`src/sv/mpeg_video_sequence_header_parser_assert.svh`:
```
// Assertion macros shared by the parser modules.
`ifndef MPEG_VIDEO_SEQUENCE_HEADER_PARSER_ASSERT_SVH
`define MPEG_VIDEO_SEQUENCE_HEADER_PARSER_ASSERT_SVH

`ifndef SYNTHESIS
// Property must hold at every clock edge outside reset.
`define MVSH_ASSERT(lbl, clk, rst, prop, msg) \
   lbl: assert property (@(posedge clk) disable iff (rst) prop) else $error(msg);
// Expression must never be true outside reset.
`define MVSH_NEVER(lbl, clk, rst, expr, msg) \
   lbl: assert property (@(posedge clk) disable iff (rst) !(expr)) else $error(msg);
`else
`define MVSH_ASSERT(lbl, clk, rst, prop, msg)
`define MVSH_NEVER(lbl, clk, rst, expr, msg)
`endif

`endif

```
`src/sv/mvsh_pkg.sv`:
```
`default_nettype none

package mvsh_pkg;

   localparam logic [7:0] CODE_SEQ_HDR = 8'hB3;
   localparam logic [7:0] CODE_SEQ_EXT = 8'hB5;

   // what a finished unit means to the back end
   typedef enum logic [1:0] {
      KIND_NONE    = 2'd0,
      KIND_SEQ_HDR = 2'd1,
      KIND_SEQ_EXT = 2'd2,
      KIND_OTHER   = 2'd3
   } unit_kind_type;

   // classified unit: kind plus unit bytes 4..11
   typedef struct packed {
      unit_kind_type    kind;
      logic [7:0][7:0]  bytes;
   } unit_desc_type;

   typedef struct packed {
      logic [11:0] hsize;
      logic [11:0] vsize;
      logic [3:0]  aspect;
      logic [3:0]  frame_code;
      logic [17:0] bit_rate;
      logic [9:0]  vbv;
   } pending_type;

   typedef struct packed {
      logic [13:0] horizontal_size;
      logic [13:0] vertical_size;
      logic [3:0]  aspect_code;
      logic        progressive;
      logic        interlaced;
      logic [1:0]  chroma_format;
      logic [15:0] rate_numerator;
      logic [9:0]  rate_divisor;
      logic [29:0] bit_rate;
      logic [17:0] vbv_buffer_size;
   } attr_type;

   typedef struct packed {
      logic [15:0] num;
      logic [9:0]  div;
   } rate_type;

   function automatic rate_type rate_lookup(input logic [3:0] code);
      rate_type r;
      unique case (code)
         4'd1:    r = '{num: 16'd24000, div: 10'd1001};
         4'd2:    r = '{num: 16'd24,    div: 10'd1};
         4'd3:    r = '{num: 16'd25,    div: 10'd1};
         4'd4:    r = '{num: 16'd30000, div: 10'd1001};
         4'd5:    r = '{num: 16'd30,    div: 10'd1};
         4'd6:    r = '{num: 16'd50,    div: 10'd1};
         4'd7:    r = '{num: 16'd60000, div: 10'd1001};
         4'd8:    r = '{num: 16'd60,    div: 10'd1};
         default: r = '{num: 16'd0,     div: 10'd1};
      endcase
      return r;
   endfunction

endpackage

`default_nettype wire

```
`src/sv/mvsh_channel_if.sv`:
```
`default_nettype none

interface mvsh_req_if;
   logic       valid;
   logic       ready;
   logic [7:0] data_byte;
   logic       last_byte;

   modport source(output valid, data_byte, last_byte, input ready);
   modport sink(input valid, data_byte, last_byte, output ready);
endinterface

interface mvsh_rsp_if;
   logic        valid;
   logic        ready;
   logic        changed;
   logic        attributes_valid;
   logic [13:0] horizontal_size;
   logic [13:0] vertical_size;
   logic [3:0]  aspect_code;
   logic        progressive;
   logic        interlaced;
   logic [1:0]  chroma_format;
   logic [15:0] rate_numerator;
   logic [9:0]  rate_divisor;
   logic [29:0] bit_rate;
   logic [17:0] vbv_buffer_size;

   modport source(output valid, changed, attributes_valid, horizontal_size, vertical_size,
                  aspect_code, progressive, interlaced, chroma_format, rate_numerator,
                  rate_divisor, bit_rate, vbv_buffer_size, input ready);
   modport sink(input valid, changed, attributes_valid, horizontal_size, vertical_size,
                aspect_code, progressive, interlaced, chroma_format, rate_numerator,
                rate_divisor, bit_rate, vbv_buffer_size, output ready);
endinterface

`default_nettype wire

```
`src/sv/mpeg_video_sequence_header_parser.sv`:
```
// MPEG video sequence header parser.
//
// req_chan carries the bytes of video units, one byte per transfer; each unit
// starts with 00 00 01 and a unit code, and last_byte marks its final byte.
// rsp_chan carries one result per unit, after the transfer of its last byte:
// the committed picture attributes plus a changed flag.
// A sequence header arms a commit; the next well-formed non-header unit commits
// MPEG-2 values when it is a sequence extension and MPEG-1 values otherwise.
// Throughput: one byte per cycle, also a last byte per cycle, with rsp_chan ready.
// After the transfer of the unit's last byte, the result passes through the
// front-to-back queue and then into the output register, which drives
// rsp_chan.valid; a stalled receiver can hold it in the queue.
// The front classifies each unit and hands it through a two-entry queue to
// the back end, which updates the pending header and commit state.
// Reset (synchronous) empties the queue, drops any result in flight, and
// clears the pending header, the wait and the committed attributes.
// When the receiver stalls, the result holds, the back end stops, the queue
// fills, and req_chan.ready drops once two closed units are waiting.
`default_nettype none

module mpeg_video_sequence_header_parser
   import mvsh_pkg::*;
(
   input  wire logic  clock,
   input  wire logic  reset,
   mvsh_req_if.sink   req_chan,
   mvsh_rsp_if.source rsp_chan
);

   logic          q_push;
   logic          q_not_full;
   logic          q_not_empty;
   logic          q_pop;
   unit_desc_type push_desc;
   unit_desc_type pop_desc;

   // front: track byte position, check the prefix, capture bytes, classify
   mvsh_front u_front (
      .clock   (clock),
      .reset   (reset),
      .req     (req_chan),
      .q_ready (q_not_full),
      .q_push  (q_push),
      .q_desc  (push_desc)
   );

   // short queue so front and back stall independently
   mvsh_queue u_queue (
      .clock     (clock),
      .reset     (reset),
      .push      (q_push),
      .push_desc (push_desc),
      .not_full  (q_not_full),
      .pop       (q_pop),
      .not_empty (q_not_empty),
      .pop_desc  (pop_desc)
   );

   // back: pending header, commit, change detection, result register
   mvsh_back u_back (
      .clock   (clock),
      .reset   (reset),
      .q_valid (q_not_empty),
      .q_desc  (pop_desc),
      .q_pop   (q_pop),
      .rsp     (rsp_chan)
   );

endmodule

`default_nettype wire

```
`src/sv/mvsh_front.sv`:
```
`default_nettype none
`include "mpeg_video_sequence_header_parser_assert.svh"

module mvsh_front
   import mvsh_pkg::*;
(
   input  wire logic     clock,
   input  wire logic     reset,
   mvsh_req_if.sink      req,
   input  wire logic     q_ready,
   output logic          q_push,
   output unit_desc_type q_desc
);

   logic [3:0]      pos_ff, pos_in;
   logic            prefix_ok_ff, prefix_ok_in;
   logic [7:0]      code_ff, code_in;
   logic [7:0][7:0] bytes_ff, bytes_in;
   logic            ok_now;
   logic            accept;

   assign req.ready = q_ready;
   assign accept    = req.valid && req.ready;
   assign q_push    = accept && req.last_byte;

   always_comb begin
      code_in = (pos_ff == 4'd3) ? req.data_byte : code_ff;
      ok_now  = prefix_ok_ff;
      if (pos_ff < 4'd3) begin
         if (req.data_byte != ((pos_ff == 4'd2) ? 8'h01 : 8'h00)) begin
            ok_now = 1'b0;
         end
      end
      bytes_in = bytes_ff;
      if (pos_ff >= 4'd4 && pos_ff <= 4'd11) begin
         bytes_in[3'(pos_ff - 4'd4)] = req.data_byte;
      end
      pos_in       = req.last_byte ? 4'd0 : ((pos_ff == 4'd15) ? pos_ff : pos_ff + 4'd1);
      prefix_ok_in = req.last_byte ? 1'b1 : ok_now;
   end

   // classify the unit as it closes; count >= n is pos >= n-1
   always_comb begin
      q_desc.bytes = bytes_in;
      priority if (pos_ff < 4'd3 || !ok_now) begin
         q_desc.kind = KIND_NONE;
      end else if (code_in == CODE_SEQ_HDR && pos_ff >= 4'd11) begin
         q_desc.kind = KIND_SEQ_HDR;
      end else if (code_in == CODE_SEQ_EXT && pos_ff >= 4'd9) begin
         q_desc.kind = KIND_SEQ_EXT;
      end else begin
         q_desc.kind = KIND_OTHER;
      end
   end

   always_ff @(posedge clock) begin
      if (reset) begin
         pos_ff       <= 4'd0;
         prefix_ok_ff <= 1'b1;
         code_ff      <= 8'h00;
      end else if (accept) begin
         pos_ff       <= pos_in;
         prefix_ok_ff <= prefix_ok_in;
         code_ff      <= code_in;
      end
   end

   always_ff @(posedge clock) begin
      if (accept) begin
         bytes_ff <= bytes_in;
      end
   end

   `MVSH_ASSERT(a_front_unit_restart, clock, reset, (req.valid && req.ready && req.last_byte) |=> (pos_ff == 4'd0 && prefix_ok_ff), "front did not restart after unit end")

endmodule

`default_nettype wire

```
`src/sv/mvsh_queue.sv`:
```
`default_nettype none
`include "mpeg_video_sequence_header_parser_assert.svh"

module mvsh_queue
   import mvsh_pkg::*;
(
   input  wire logic          clock,
   input  wire logic          reset,
   input  wire logic          push,
   input  wire unit_desc_type push_desc,
   output logic               not_full,
   input  wire logic          pop,
   output logic               not_empty,
   output unit_desc_type      pop_desc
);

   unit_desc_type entry_ff [2];
   logic          wr_ptr_ff, rd_ptr_ff;
   logic [1:0]    count_ff;

   assign not_full  = count_ff != 2'd2;
   assign not_empty = count_ff != 2'd0;
   assign pop_desc  = entry_ff[rd_ptr_ff];

   always_ff @(posedge clock) begin
      if (reset) begin
         wr_ptr_ff <= 1'b0;
         rd_ptr_ff <= 1'b0;
         count_ff  <= 2'd0;
      end else begin
         if (push) wr_ptr_ff <= ~wr_ptr_ff;
         if (pop)  rd_ptr_ff <= ~rd_ptr_ff;
         if (push && !pop) begin
            count_ff <= count_ff + 2'd1;
         end else if (pop && !push) begin
            count_ff <= count_ff - 2'd1;
         end
      end
   end

   always_ff @(posedge clock) begin
      if (push) begin
         entry_ff[wr_ptr_ff] <= push_desc;
      end
   end

   `MVSH_NEVER(a_q_count_range, clock, reset, count_ff == 2'd3, "queue count out of range")
   `MVSH_ASSERT(a_q_push_count, clock, reset, (push && !pop) |=> (count_ff == $past(count_ff) + 2'd1), "queue count missed a push")

endmodule

`default_nettype wire

```
`src/sv/mvsh_back.sv`:
```
`default_nettype none
`include "mpeg_video_sequence_header_parser_assert.svh"

module mvsh_back
   import mvsh_pkg::*;
(
   input  wire logic          clock,
   input  wire logic          reset,
   input  wire logic          q_valid,
   input  wire unit_desc_type q_desc,
   output logic               q_pop,
   mvsh_rsp_if.source         rsp
);

   pending_type pend_ff, pend_in;
   logic        waiting_ff, waiting_in;
   attr_type    attr_ff, attr_in;
   logic        valid_ff, valid_in;
   logic        out_valid_ff;
   logic        out_changed_ff;
   logic        out_av_ff;
   attr_type    out_attr_ff;

   logic [7:0][7:0] u;
   rate_type        rate;
   attr_type        new_attr;
   logic [31:0]     f;
   logic [6:0]      ext_num;
   logic            commit;
   logic            changed;

   assign q_pop = q_valid && (!out_valid_ff || rsp.ready);
   assign u     = q_desc.bytes;
   assign f     = {u[4], u[5], u[6], u[7]};
   assign rate  = rate_lookup(pend_ff.frame_code);
   assign ext_num = {3'b000, pend_ff.frame_code} * ({5'd0, u[5][6:5]} + 7'd1);

   always_comb begin
      // MPEG-1 defaults from the pending header
      new_attr.horizontal_size = {2'b00, pend_ff.hsize};
      new_attr.vertical_size   = {2'b00, pend_ff.vsize};
      new_attr.aspect_code     = pend_ff.aspect;
      new_attr.progressive     = 1'b0;
      new_attr.interlaced      = 1'b0;
      new_attr.chroma_format   = 2'b00;
      new_attr.rate_numerator  = rate.num;
      new_attr.rate_divisor    = rate.div;
      new_attr.bit_rate        = {12'd0, pend_ff.bit_rate};
      new_attr.vbv_buffer_size = {8'd0, pend_ff.vbv};
      if (q_desc.kind == KIND_SEQ_EXT) begin
         new_attr.horizontal_size = {u[1][0], u[2][7], pend_ff.hsize};
         new_attr.vertical_size   = {u[2][6:5], pend_ff.vsize};
         new_attr.progressive     = u[1][3];
         new_attr.interlaced      = ~u[1][3];
         new_attr.chroma_format   = u[1][2:1];
         new_attr.bit_rate        = {u[2][4:0], u[3][7:1], pend_ff.bit_rate};
         new_attr.vbv_buffer_size = {u[4], pend_ff.vbv};
         if (rate.num == 16'd0) begin
            new_attr.rate_numerator = 16'(ext_num);
            new_attr.rate_divisor   = 10'({1'b0, u[5][4:0]} + 6'd1);
         end
      end
   end

   always_comb begin
      pend_in    = pend_ff;
      waiting_in = waiting_ff;
      commit     = 1'b0;
      unique case (q_desc.kind)
         KIND_NONE: begin
         end
         KIND_SEQ_HDR: begin
            pend_in.hsize      = {u[0], u[1][7:4]};
            pend_in.vsize      = {u[1][3:0], u[2]};
            pend_in.aspect     = u[3][7:4];
            pend_in.frame_code = u[3][3:0];
            pend_in.bit_rate   = f[31:14];
            pend_in.vbv        = f[12:3];
            waiting_in         = 1'b1;
         end
         KIND_SEQ_EXT, KIND_OTHER: begin
            commit = waiting_ff;
         end
         default: begin
         end
      endcase
      if (commit) waiting_in = 1'b0;
      attr_in  = commit ? new_attr : attr_ff;
      valid_in = valid_ff || commit;
      changed  = commit && (!valid_ff || new_attr != attr_ff);
   end

   always_ff @(posedge clock) begin
      if (reset) begin
         pend_ff      <= '0;
         waiting_ff   <= 1'b0;
         attr_ff      <= '0;
         valid_ff     <= 1'b0;
         out_valid_ff <= 1'b0;
      end else begin
         if (q_pop) begin
            pend_ff    <= pend_in;
            waiting_ff <= waiting_in;
            attr_ff    <= attr_in;
            valid_ff   <= valid_in;
         end
         if (q_pop) begin
            out_valid_ff <= 1'b1;
         end else if (rsp.ready) begin
            out_valid_ff <= 1'b0;
         end
      end
   end

   always_ff @(posedge clock) begin
      if (q_pop) begin
         out_changed_ff <= changed;
         out_av_ff      <= valid_in;
         out_attr_ff    <= attr_in;
      end
   end

   assign rsp.valid            = out_valid_ff;
   assign rsp.changed          = out_changed_ff;
   assign rsp.attributes_valid = out_av_ff;
   assign rsp.horizontal_size  = out_attr_ff.horizontal_size;
   assign rsp.vertical_size    = out_attr_ff.vertical_size;
   assign rsp.aspect_code      = out_attr_ff.aspect_code;
   assign rsp.progressive      = out_attr_ff.progressive;
   assign rsp.interlaced       = out_attr_ff.interlaced;
   assign rsp.chroma_format    = out_attr_ff.chroma_format;
   assign rsp.rate_numerator   = out_attr_ff.rate_numerator;
   assign rsp.rate_divisor     = out_attr_ff.rate_divisor;
   assign rsp.bit_rate         = out_attr_ff.bit_rate;
   assign rsp.vbv_buffer_size  = out_attr_ff.vbv_buffer_size;

   `MVSH_ASSERT(a_back_valid_sticky, clock, reset, valid_ff |=> valid_ff, "attributes valid flag dropped")
   `MVSH_ASSERT(a_back_empty_attr, clock, reset, (out_valid_ff && !out_av_ff) |-> (out_attr_ff.rate_divisor == 10'd0), "attributes before first commit not zero")

endmodule

`default_nettype wire
```
`src/flat_wrapper.sv`:
```
// flat-port wrapper written by rule: the top's interface ports become plain ports
module mpeg_video_sequence_header_parser_flat import mvsh_pkg::*;
  (clock, reset, req_chan_valid, req_chan_data_byte, req_chan_last_byte, req_chan_ready, rsp_chan_valid, rsp_chan_changed, rsp_chan_attributes_valid, rsp_chan_horizontal_size, rsp_chan_vertical_size, rsp_chan_aspect_code, rsp_chan_progressive, rsp_chan_interlaced, rsp_chan_chroma_format, rsp_chan_rate_numerator, rsp_chan_rate_divisor, rsp_chan_bit_rate, rsp_chan_vbv_buffer_size, rsp_chan_ready);
  mvsh_req_if req_chan_i ();
  mvsh_rsp_if rsp_chan_i ();
  input  wire logic clock;
  input  wire logic reset;
  input wire logic [$bits(req_chan_i.valid)-1:0] req_chan_valid;
  input wire logic [$bits(req_chan_i.data_byte)-1:0] req_chan_data_byte;
  input wire logic [$bits(req_chan_i.last_byte)-1:0] req_chan_last_byte;
  output wire logic [$bits(req_chan_i.ready)-1:0] req_chan_ready;
  output wire logic [$bits(rsp_chan_i.valid)-1:0] rsp_chan_valid;
  output wire logic [$bits(rsp_chan_i.changed)-1:0] rsp_chan_changed;
  output wire logic [$bits(rsp_chan_i.attributes_valid)-1:0] rsp_chan_attributes_valid;
  output wire logic [$bits(rsp_chan_i.horizontal_size)-1:0] rsp_chan_horizontal_size;
  output wire logic [$bits(rsp_chan_i.vertical_size)-1:0] rsp_chan_vertical_size;
  output wire logic [$bits(rsp_chan_i.aspect_code)-1:0] rsp_chan_aspect_code;
  output wire logic [$bits(rsp_chan_i.progressive)-1:0] rsp_chan_progressive;
  output wire logic [$bits(rsp_chan_i.interlaced)-1:0] rsp_chan_interlaced;
  output wire logic [$bits(rsp_chan_i.chroma_format)-1:0] rsp_chan_chroma_format;
  output wire logic [$bits(rsp_chan_i.rate_numerator)-1:0] rsp_chan_rate_numerator;
  output wire logic [$bits(rsp_chan_i.rate_divisor)-1:0] rsp_chan_rate_divisor;
  output wire logic [$bits(rsp_chan_i.bit_rate)-1:0] rsp_chan_bit_rate;
  output wire logic [$bits(rsp_chan_i.vbv_buffer_size)-1:0] rsp_chan_vbv_buffer_size;
  input wire logic [$bits(rsp_chan_i.ready)-1:0] rsp_chan_ready;
  assign req_chan_i.valid = req_chan_valid;
  assign req_chan_i.data_byte = req_chan_data_byte;
  assign req_chan_i.last_byte = req_chan_last_byte;
  assign req_chan_ready = req_chan_i.ready;
  assign rsp_chan_valid = rsp_chan_i.valid;
  assign rsp_chan_changed = rsp_chan_i.changed;
  assign rsp_chan_attributes_valid = rsp_chan_i.attributes_valid;
  assign rsp_chan_horizontal_size = rsp_chan_i.horizontal_size;
  assign rsp_chan_vertical_size = rsp_chan_i.vertical_size;
  assign rsp_chan_aspect_code = rsp_chan_i.aspect_code;
  assign rsp_chan_progressive = rsp_chan_i.progressive;
  assign rsp_chan_interlaced = rsp_chan_i.interlaced;
  assign rsp_chan_chroma_format = rsp_chan_i.chroma_format;
  assign rsp_chan_rate_numerator = rsp_chan_i.rate_numerator;
  assign rsp_chan_rate_divisor = rsp_chan_i.rate_divisor;
  assign rsp_chan_bit_rate = rsp_chan_i.bit_rate;
  assign rsp_chan_vbv_buffer_size = rsp_chan_i.vbv_buffer_size;
  assign rsp_chan_i.ready = rsp_chan_ready;
  mpeg_video_sequence_header_parser u_core (.clock(clock), .reset(reset), .req_chan(req_chan_i), .rsp_chan(rsp_chan_i));
endmodule
```
`config.mk`:
```
export PLATFORM = sky130hd
export DESIGN_NAME = mpeg_video_sequence_header_parser_flat
export DESIGN_NICKNAME = d
export VERILOG_FILES = /design/src/sv/mvsh_pkg.sv /design/src/sv/mvsh_channel_if.sv /design/src/sv/mpeg_video_sequence_header_parser.sv /design/src/sv/mvsh_front.sv /design/src/sv/mvsh_queue.sv /design/src/sv/mvsh_back.sv /design/src/flat_wrapper.sv
export VERILOG_INCLUDE_DIRS = /design/src /design/src/sv
export SDC_FILE = /design/constraint.sdc
export NUM_CORES = 1
export LEC_CHECK = 0
export ABC_CLOCK_PERIOD_IN_PS = 22800
export BUFFER_PORTS_ARGS = -buffer_cell sky130_fd_sc_hd__buf_2
export CELL_PAD_IN_SITES_DETAIL_PLACEMENT = 2
export CELL_PAD_IN_SITES_GLOBAL_PLACEMENT = 2
export CORE_AREA = 2 2 222 224
export CTS_CLUSTER_SIZE = 8
export DETAILED_ROUTE_END_ITERATION = 8
export DIE_AREA = 0 0 224 226
export PLACE_DENSITY = 0.81
export SYNTH_ARGS = -nofsm -noshare
export SYNTH_HDL_FRONTEND = slang
export SYNTH_SLANG_ARGS = --single-unit
```
`constraint.sdc`:
```
create_clock -name clock -period 22.8 [get_ports clock]
set_clock_uncertainty 0.1 [all_clocks]
set_input_delay 3.42 -clock clock [delete_from_list [all_inputs] [get_ports clock]]
set_output_delay 3.42 -clock clock [all_outputs]
set_load 0.005 [all_outputs]
```
# == Word-level counts from Yosys, hierarchy flattened ==
# Memories as Yosys holds them, arrays and structs flattened. A register that Yosys moved wholly into a read port is not among the register bits.
# Index checks and enable logic that the tools add are counted.
# word_totals
regBits,366
latch_bits,0
ram_bits,132
rom_bits,352
inputBits,13
out_inout_bits,114
elab_cells,135
memories,2
# mem_list
memory,words,width,rd,rd_clocked_by_memory_dff,wr,line_no,rtl
(name not given),16,22,1,1,0,mvsh_pkg.sv:51,unique case (code)
u_core.u_queue.entry_ff,2,66,1,1,1,mvsh_queue.sv:17,unit_desc_type entry_ff [2];
# op_classes
addsub,6
mul,1
div,0
n_lt_le_gt_ge,7
eq_ne,12
shifts,0
muxes,31
bitwise_logic,3
n_reduce_logical,28
# ops
operator,n
$mux W110,1
$ne A110 B110 Y1,1
$mux W78,1
$bwmux W64,1
$mux W64,1
$mux W28,1
$mux W26,1
$demux W8 S3,1
$eq A8 B8 Y1 const B,2
$logic_not A16 Y1,1
$mux W4,4
$mux W8,2
$mux W1,14
$logic_and A1 B1 Y1,10
$eq A4 B2 Y1 const B,2
$ge A4 B4 Y1 const B,2
$mux W2,4
$ne A8 B1 Y1,1
$reduce_bool A2 Y1,4
$mul A4 B3 Y7,1
$add A5 B1 Y6 const B,1
$reduce_and A2 Y1,3
$logic_not A1 Y1,5
$add A4 B1 Y4 const B,1
other kinds (16),23

# == Depth between registers and ports, before layout ==
# Gate-level depths: netlist (run 1).
# depth
ltp_word,8
mapped_depth,17
depth_no_buf,14

# == By module ==
# A second synthesis (run 1) with hierarchy kept.
# unflattened
cells_unflattened,1909
area_unflattened_um2,21622.0
# by_module_without_submodules
mod,n_inst,cells_each,area_per_inst_um2,seq_area_each_um2
mvsh_back,1,1433,13005.0,7066.8
mvsh_queue,1,227,4981.0,4063.9
mvsh_front,1,249,3636.0,2182.1

# == Least setup slack after synthesis (run 1) ==
# OpenSTA, ideal clock, no wires.
# synth_timing
kind,input to register
startpoint,in req_chan_valid
endpoint,"mem u_core.u_queue.entry_ff[0][0] (netlist bit), enable pin"
setup_ns,0.558
arrival_ns,9.807
required_ns,22.142
path_slack_ns,12.335
path_stages,4
path_buffers,1
path_cell_list,and2_1 > clkbuf_1 > inv_1 > nor3_1
# synth_between
elab_chain_len,4
# synth_lines
item,line_no,rtl
start: declaration,flat_wrapper.sv:8,input wire logic [$bits(req_chan_i.valid)-1:0] req_chan_valid;
$logic_and A1 B1 Y1,mvsh_front.sv:23,assign accept = req.valid && req.ready;
net u_core.u_front.accept,mvsh_front.sv:20,logic accept;
$logic_and A1 B1 Y1,mvsh_front.sv:24,assign q_push = accept && req.last_byte;
$mux W1,mvsh_queue.sv:42,if (push) begin
$mux W1 (implied by the code),mvsh_queue.sv:43,entry_ff[wr_ptr_ff] <= push_desc;
end: declaration,mvsh_queue.sv:17,
# The timed path passes the listed nets, and every way through them passes these cells.

# == Worst setup path after layout (run 1) ==
# layout_timing
startpoint,in rsp_chan_ready
endpoint,reg u_core.u_back.attr_ff[56] (netlist bit)
# layout_between
elab_chain_len,2
# layout_lines
item,line_no,rtl
start: declaration,flat_wrapper.sv:25,input wire logic [$bits(rsp_chan_i.ready)-1:0] rsp_chan_ready;
$logic_or A1 B1 Y1,mvsh_back.sv:32,assign q_pop = q_valid && (!out_valid_ff || rsp.ready);
$logic_and A1 B1 Y1,mvsh_back.sv:32,
end signal: assignment,mvsh_back.sv:104,attr_ff <= attr_in;
end: declaration,mvsh_back.sv:17,"attr_type attr_ff, attr_in;"
# Every way passes these cells.
# A chain may end at the register's enable or synchronous reset.

==> results of run 1 <==
==> cell type report <==
cell class	instances	area (sq um)	share of cell area, %
Clock inverter	4	56.3	0.231
Clock buffer	125	2060	8.46
Tap cell	622	778	3.19
Timing Repair Buffer	152	832	3.41
Multi-Input combinational cell	1239	7540	30.9
Sequential cell	499	13000	53.1
Inverter	43	166	0.682
==> critical path, delay by kind of cell <==
kind                   cells  cell delay (ps)
buffers and inverters      4             1400
AND/OR/NAND/NOR            4              920
AO/OA/AOI/OAI              2              300
==> where the power goes <==
group | leakage (uW) | switching [uW] | internal, uW
logic | 0.00337 | 476 | 227
registers | 0.00447 | 133 | 1190
clock network | 0.00101 | 400 | 621
==> stage by stage <==
step | instance area, sq um | power [uW] | worst slack (ps) | utilization [%] | hold slack (ps)
floorplan | 21100 | 1680 | 12330 | - | 329
global placement | 22300 | 1960 | 16640 | 46.1 | 341
detailed placement | 22300 | 2030 | 16440 | 46.1 | 353
CTS | 24400 | 3070 | 17040 | 50.5 | 359
global route | 24400 | 3170 | 16820 | 50.5 | 386
finish | 24400 | 3050 | 16970 | 50.5 | 360
==> worst min path at each step <==
stage,startpoint,end,depth (start not counted)
finish,u_core.u_back.attr_ff[29],u_core.u_back.attr_ff[29],2
CTS,u_core.u_back.attr_ff[29],u_core.u_back.attr_ff[29],2
global route,u_core.u_back.attr_ff[29],u_core.u_back.attr_ff[29],2
detailed placement,u_core.u_back.attr_ff[29],u_core.u_back.attr_ff[29],2
floorplan,u_core.u_front.prefix_ok_ff,u_core.u_front.prefix_ok_ff,1
global placement,u_core.u_back.attr_ff[78],u_core.u_back.attr_ff[78],2
==> kinds of logic after synthesis <==
| group | Yosys count |
|---|---|
| AO/OA/AOI/OAI | 335 |
| XOR/XNOR | 77 |
| adder cells (fa/ha/maj) | 25 |
| buffers and inverters | 156 |
| flip-flops | 499 |
| multiplexers | 126 |
| AND/OR/NAND/NOR | 676 |
==> synthesized netlist by cell type (18+ instances only) <==
| library cell | n |
|---|---|
| dfxtp_1 | 203 |
| inv_1 | 43 |
| nor2b_1 | 24 |
| ha_1 | 22 |
| nor3_1 | 33 |
| nand3_1 | 18 |
| clkbuf_1 | 81 |
| xor2_1 | 33 |
| edfxtp_1 | 296 |
| nor2_1 | 151 |
| a211oi_1 | 78 |
| a21oi_1 | 114 |
| xnor2_1 | 44 |
| mux2_2 | 69 |
| mux2i_1 | 55 |
| o21ai_0 | 45 |
| nand2_1 | 355 |
==> layer usage <==
metal | wire, um | part of all wire [%]
met5 | 0 | 0
met4 | 2740 | 3.7
met3 | 3560 | 4.8
met2 | 37200 | 50
met1 | 30400 | 41
==> registers in the layout, summed over array words and instances, names as in the netlist, 2 cells and up, named ones only <==
register / count
u_core.u_back.attr_ff: 110
u_core.u_back.new_attr: 4
u_core.u_back.pend_ff: 56
u_core.u_back.rate: 12
u_core.u_back.rsp.aspect_code: 4
u_core.u_back.rsp.bit_rate: 30
u_core.u_back.rsp.chroma_format: 2
u_core.u_back.rsp.horizontal_size: 14
u_core.u_back.rsp.rate_divisor: 10
u_core.u_back.rsp.rate_numerator: 16
u_core.u_back.rsp.vbv_buffer_size: 18
u_core.u_back.rsp.vertical_size: 14
u_core.u_front.bytes_ff: 60
u_core.u_front.code_ff: 8
u_core.u_front.pos_ff: 4
u_core.u_queue.count_ff: 2
u_core.u_queue.entry_ff: 124
==> run metrics, run 1 <==
I/O pin count=127; met2 Usage GRT=between 50% and 60%; H-tree depth=3; fin. max-slew vios=0; worst path cell trace=buf_2 > nand2b_1 > o21ai_2 > buf_4 > inv_6 > nand2_2 > buf_4 > nor2_1 > a21oi_1 > nor2_1; global-route wire length before repair=about 110000 um; Bufs on Longest Clock Path=3; initial antenna violation count=0; complex-gate fraction of the synthesized area=10.4%; vias in the first global route=roughly 17000; Hold Path Class=reg -> reg; largest family of logic cells by synthesized area=simple AND/OR/NAND/NOR gates; mux cell area share after synthesis=under 10%; layout filler cell count=4740; routed wire length=about 74000 um; Post-synth top flop=edfxtp_1; Iter 0 DRT Violations=1220; Synth Area in Adders=~1.6%; asr flop ratio synth=0%; number of clock sinks=499; grt ovf=0; Leak Pwr=0.00885 uW; DR vias/cell=5.93; Final Instance Count excl. Fillers=roughly 2700; largest net degree at the start of global routing=110; largest area contributor in the netlist=edfxtp_1; total CTS buffers=72; met1 Resource Use GR=roughly 36%; CTS tree=yes; number of max-capacitance violations reported=0; CP max stage cell=buf_4; Syn Inst Count=between 1500 and 2000; drt drc=0; synthesized flop and latch total=499; Max Clk Rate=roughly 170 MHz; clock slew at reported path FFs=around 50 ps; worst-path fanout max=70; Hold Vio Cnt, Final=0; share of cells above drive strength 1=between 15 and 20%; element type at the critical path end=flip-flop; Post-Syn Area=21100 sq um; flop2flop setup slack=about 17000 ps; Placer Congestion=approximately 0.86; detailed-route wire length per cell=about 28 um; commonest non-fill, non-tap cell in the layout=nand2_1; die footprint=slightly above 50000 sq um; FF-to-FF End=u_core.u_back.rsp.changed; commonest non-fill, non-tap cells in the layout=353 x nand2_1, 296 x edfxtp_1, 202 x dfxtp_1; Detailed Routing Iterations Pass 1=5; DIE HEIGHT=approximately 230 um; via count=between 15000 and 20000; met3 Track Usage GR=4.15%; CP endpoint=u_core.u_back.attr_ff[56]; outcome=completed; XOR/XNOR Fraction of Synth Area=3.20%; Worst Path Arrival=between 6000 and 7000 ps; Initial Utilization=a little over two fifths; PwrDens=approximately 130 nW/um^2; Final #Nets=approximately 2000; diode count=0; Worst setup startpoint=rsp_chan_ready; number of synthesized flops with an enable pin=~300; register area share after synthesis=between 60 and 70%; crit start category=input port; unrepaired setup endpoints after global routing=no; post-route ant nets=0; Final min period=between 5000 and 6000 ps; headroom to the max-slew limit=approximately 30%; Reg2Reg Depth=15; crit-path max cell delay=about 700 ps; syn_nets=just under 2000; Finish-stage setup viols=0; Slew @ Worst Pin=about 1000 ps; Placed Instances=around 2600; crit path kind=in -> reg; worst skew pair latency=between 600 and 700 ps; Setup Buffers After CTS=0; # port buffers=between 100 and 150; Worst Path Required=around 23000 ps; cts hold-fix bufs=0; Root Buffer=clkbuf_16; PostCTS Resize Cnt=0; GRT busiest layer=met2; die width=224 um; dpl hpwl=between 40000 and 50000 um; Synth cell types=68; Final Cycle Share=25.6%; Area Overhead vs Synth=15.6%; Worst VDD drop=0.0000652 V; ranking of synthesized cells by area=edfxtp_1 42%, dfxtp_1 19%, nand2_1 6.3%; total track usage=between 20% and 30%; number of core rows=about 80; Setup TNS=0 ps; Avg Cell Area, Syn=11.1 sq um; Synth warnings=0; placeable core area=around 48000 sq um; area share of and/or/nand/nor cells after synthesis=approximately 14%; area share of the largest cell type after synthesis=roughly 42%
No activity file was read; power rests on OpenSTA's default activity.
==> run 2, diff against run 1 <==
Settings changed: ABC_CLOCK_PERIOD_IN_PS 22800 to 6000, CORE_AREA 2 2 222 224 to 2 2 230 232, DIE_AREA 0 0 224 226 to 0 0 232 234, PLACE_DENSITY 0.81 to 0.76.
Clock period 22.8 ns to 6 ns, I/O delays scaled along.
==> run 2 against run 1 <==
  * Wire length fell by 1.2%
  * Combinational power rose to 3.9 times the previous value
  * Die area grew 7.2%
  * Non-clock buffer count grew 5
  * Via count shrank 2.0%
==> run metrics, run 2 (synthesized netlist as in run 1, its figures left out) <==
flop2flop setup slack=780 ps; I/O pin count=approximately 130; Reg2Reg Depth=14; highest metal used=met4; Iter 0 DRT Violations=~1100; Placer Congestion=approximately 0.87; via count=approximately 16000; clock slew at reported path FFs=approximately 50 ps; Hold EP=u_core.u_back.attr_ff[107]; DR vias/cell=between 5 and 6; layout filler cell count=~5200; grt ovf=0; unrepaired setup endpoints after global routing=no; CTS tree=yes; PostCTS Resize Cnt=0; global-route wire length before repair=108000 um; Hold Path Class=reg -> reg; routed wire length=roughly 73000 um; outcome=completed; Setup Buffers After CTS=0; placeable core area=52000 sq um; Leak Pwr=between 0.008 and 0.009 uW; Worst Path Arrival=about 5400 ps; Overall Power=~12000 uW; H-tree depth=3; die width=between 200 and 250 um; worst skew pair latency=slightly above 600 ps; detailed-route wire length per cell=~26 um; crit path kind=reg -> reg; commonest non-fill, non-tap cell in the layout=nand2_1; total track usage=between 20% and 30%; Area Overhead vs Synth=16.2%; headroom to the max-slew limit=11.8%; total CTS buffers=72; Most flops, register=u_core.u_queue.entry_ff; vias in the first global route=~17000; worst-path fanout max=31; number of core rows=84; Bufs on Longest Clock Path=3; DIE HEIGHT=between 200 and 250 um; post-route ant nets=0; largest net degree at the start of global routing=between 100 and 150; biggest regs=u_core.u_queue.entry_ff x124, u_core.u_back.attr_ff x110, u_core.u_front.bytes_ff x60; initial antenna violation count=1; share of cells above drive strength 1=15.9%; Worst Path Required=between 6000 and 7000 ps; PwrDens=approximately 470 nW/um^2; FF-to-FF End=u_core.u_back.rsp.changed; element type at the critical path end=flip-flop; Final min period=5220 ps; Setup TNS=0 ps; Initial Utilization=40.5%; commonest non-fill, non-tap cells in the layout=353 x nand2_1, 296 x edfxtp_1, 202 x dfxtp_1; WL met2=roughly 36000 um; number of flip-flops in the largest register=roughly 120; drt drc=0; Slew @ Worst Pin=1320 ps; crit start category=flip-flop; Worst VDD drop=around 0.00022 V; worst hold path startpoint=u_core.u_back.attr_ff[107]; M1 wire length=slightly above 30000 um; # port buffers=between 100 and 150; fin. max-slew vios=0; Detailed Routing Iterations Pass 1=5; Final #Nets=about 2000; Hold Crit Depth=2; number of clock sinks=499; number of max-capacitance violations reported=0; Root Buffer=clkbuf_16; metal3 WL=~3700 um; cts hold-fix bufs=0; dpl hpwl=47100 um; Hold Vio Cnt, Final=0; Finish-stage setup viols=0; Max Clk Rate=about 190 MHz; die footprint=approximately 54000 sq um; Final Cycle Share=roughly 87%
run 2: metal layers:
layer	track usage, %	vias to the layer above
met3	4.62	136
met5	0	-
met1	33.1	7986
li1	-	7027
met4	11.4	0
met2	46.9	437
run 2: stage by stage:
stage	std cells	utilization, %	hold WS, ps	cell area, sq um	worst slack, ps
global placement	2626	43.1	341	22400	1070
detailed placement	2626	43.1	356	22400	917
floorplan	1894	-	329	21100	515
finish	2758	47.1	364	24500	781
CTS	2757	47.1	365	24500	838
global route	2757	47.1	396	24500	546
run 2: critical path: stages, from the launching register on:
cell       delay [ps]
dfxtp_4           640
mux2i_1           540
inv_1             100
ha_1              360
and2_1            190
fa_1              460
ha_1              240
fa_1              410
xor2_1            300
o22ai_1           150
nor4_1            250
o311ai_0          250
or3_1             370
a2111oi_0         410
a31oi_1           150
run 2: how the worst max path moves through the flow:
stage	cells after the start	slack [ps]	endpoint
floorplan	6	510	u_core.u_back.waiting_ff
finish	14	780	u_core.u_back.rsp.changed
detailed placement	14	920	u_core.u_back.rsp.changed
global route	14	550	u_core.u_back.rsp.changed
global placement	14	1070	u_core.u_back.rsp.changed
CTS	14	840	u_core.u_back.rsp.changed
run 2: final cells by class:
type                            instances  area (sq um)  share of cell area [%]
Clock buffer                          127          2060                    8.40
Sequential cell                       499         13000                    52.8
Multi-Input combinational cell       1239          7550                    30.8
Tap cell                              688           861                    3.51
Inverter                               43           166                   0.679
Clock inverter                          4          38.8                   0.158
Timing Repair Buffer                  157           882                    3.60
Antenna cell                            1          2.50                  0.0102
run 2: where the power goes:
| group | internal [uW] | leakage [uW] | switching, uW |
|---|---|---|---|
| clock | 2310 | 0.00100 | 1530 |
| sequential | 4530 | 0.00447 | 471 |
| combinational | 874 | 0.00340 | 1840 |
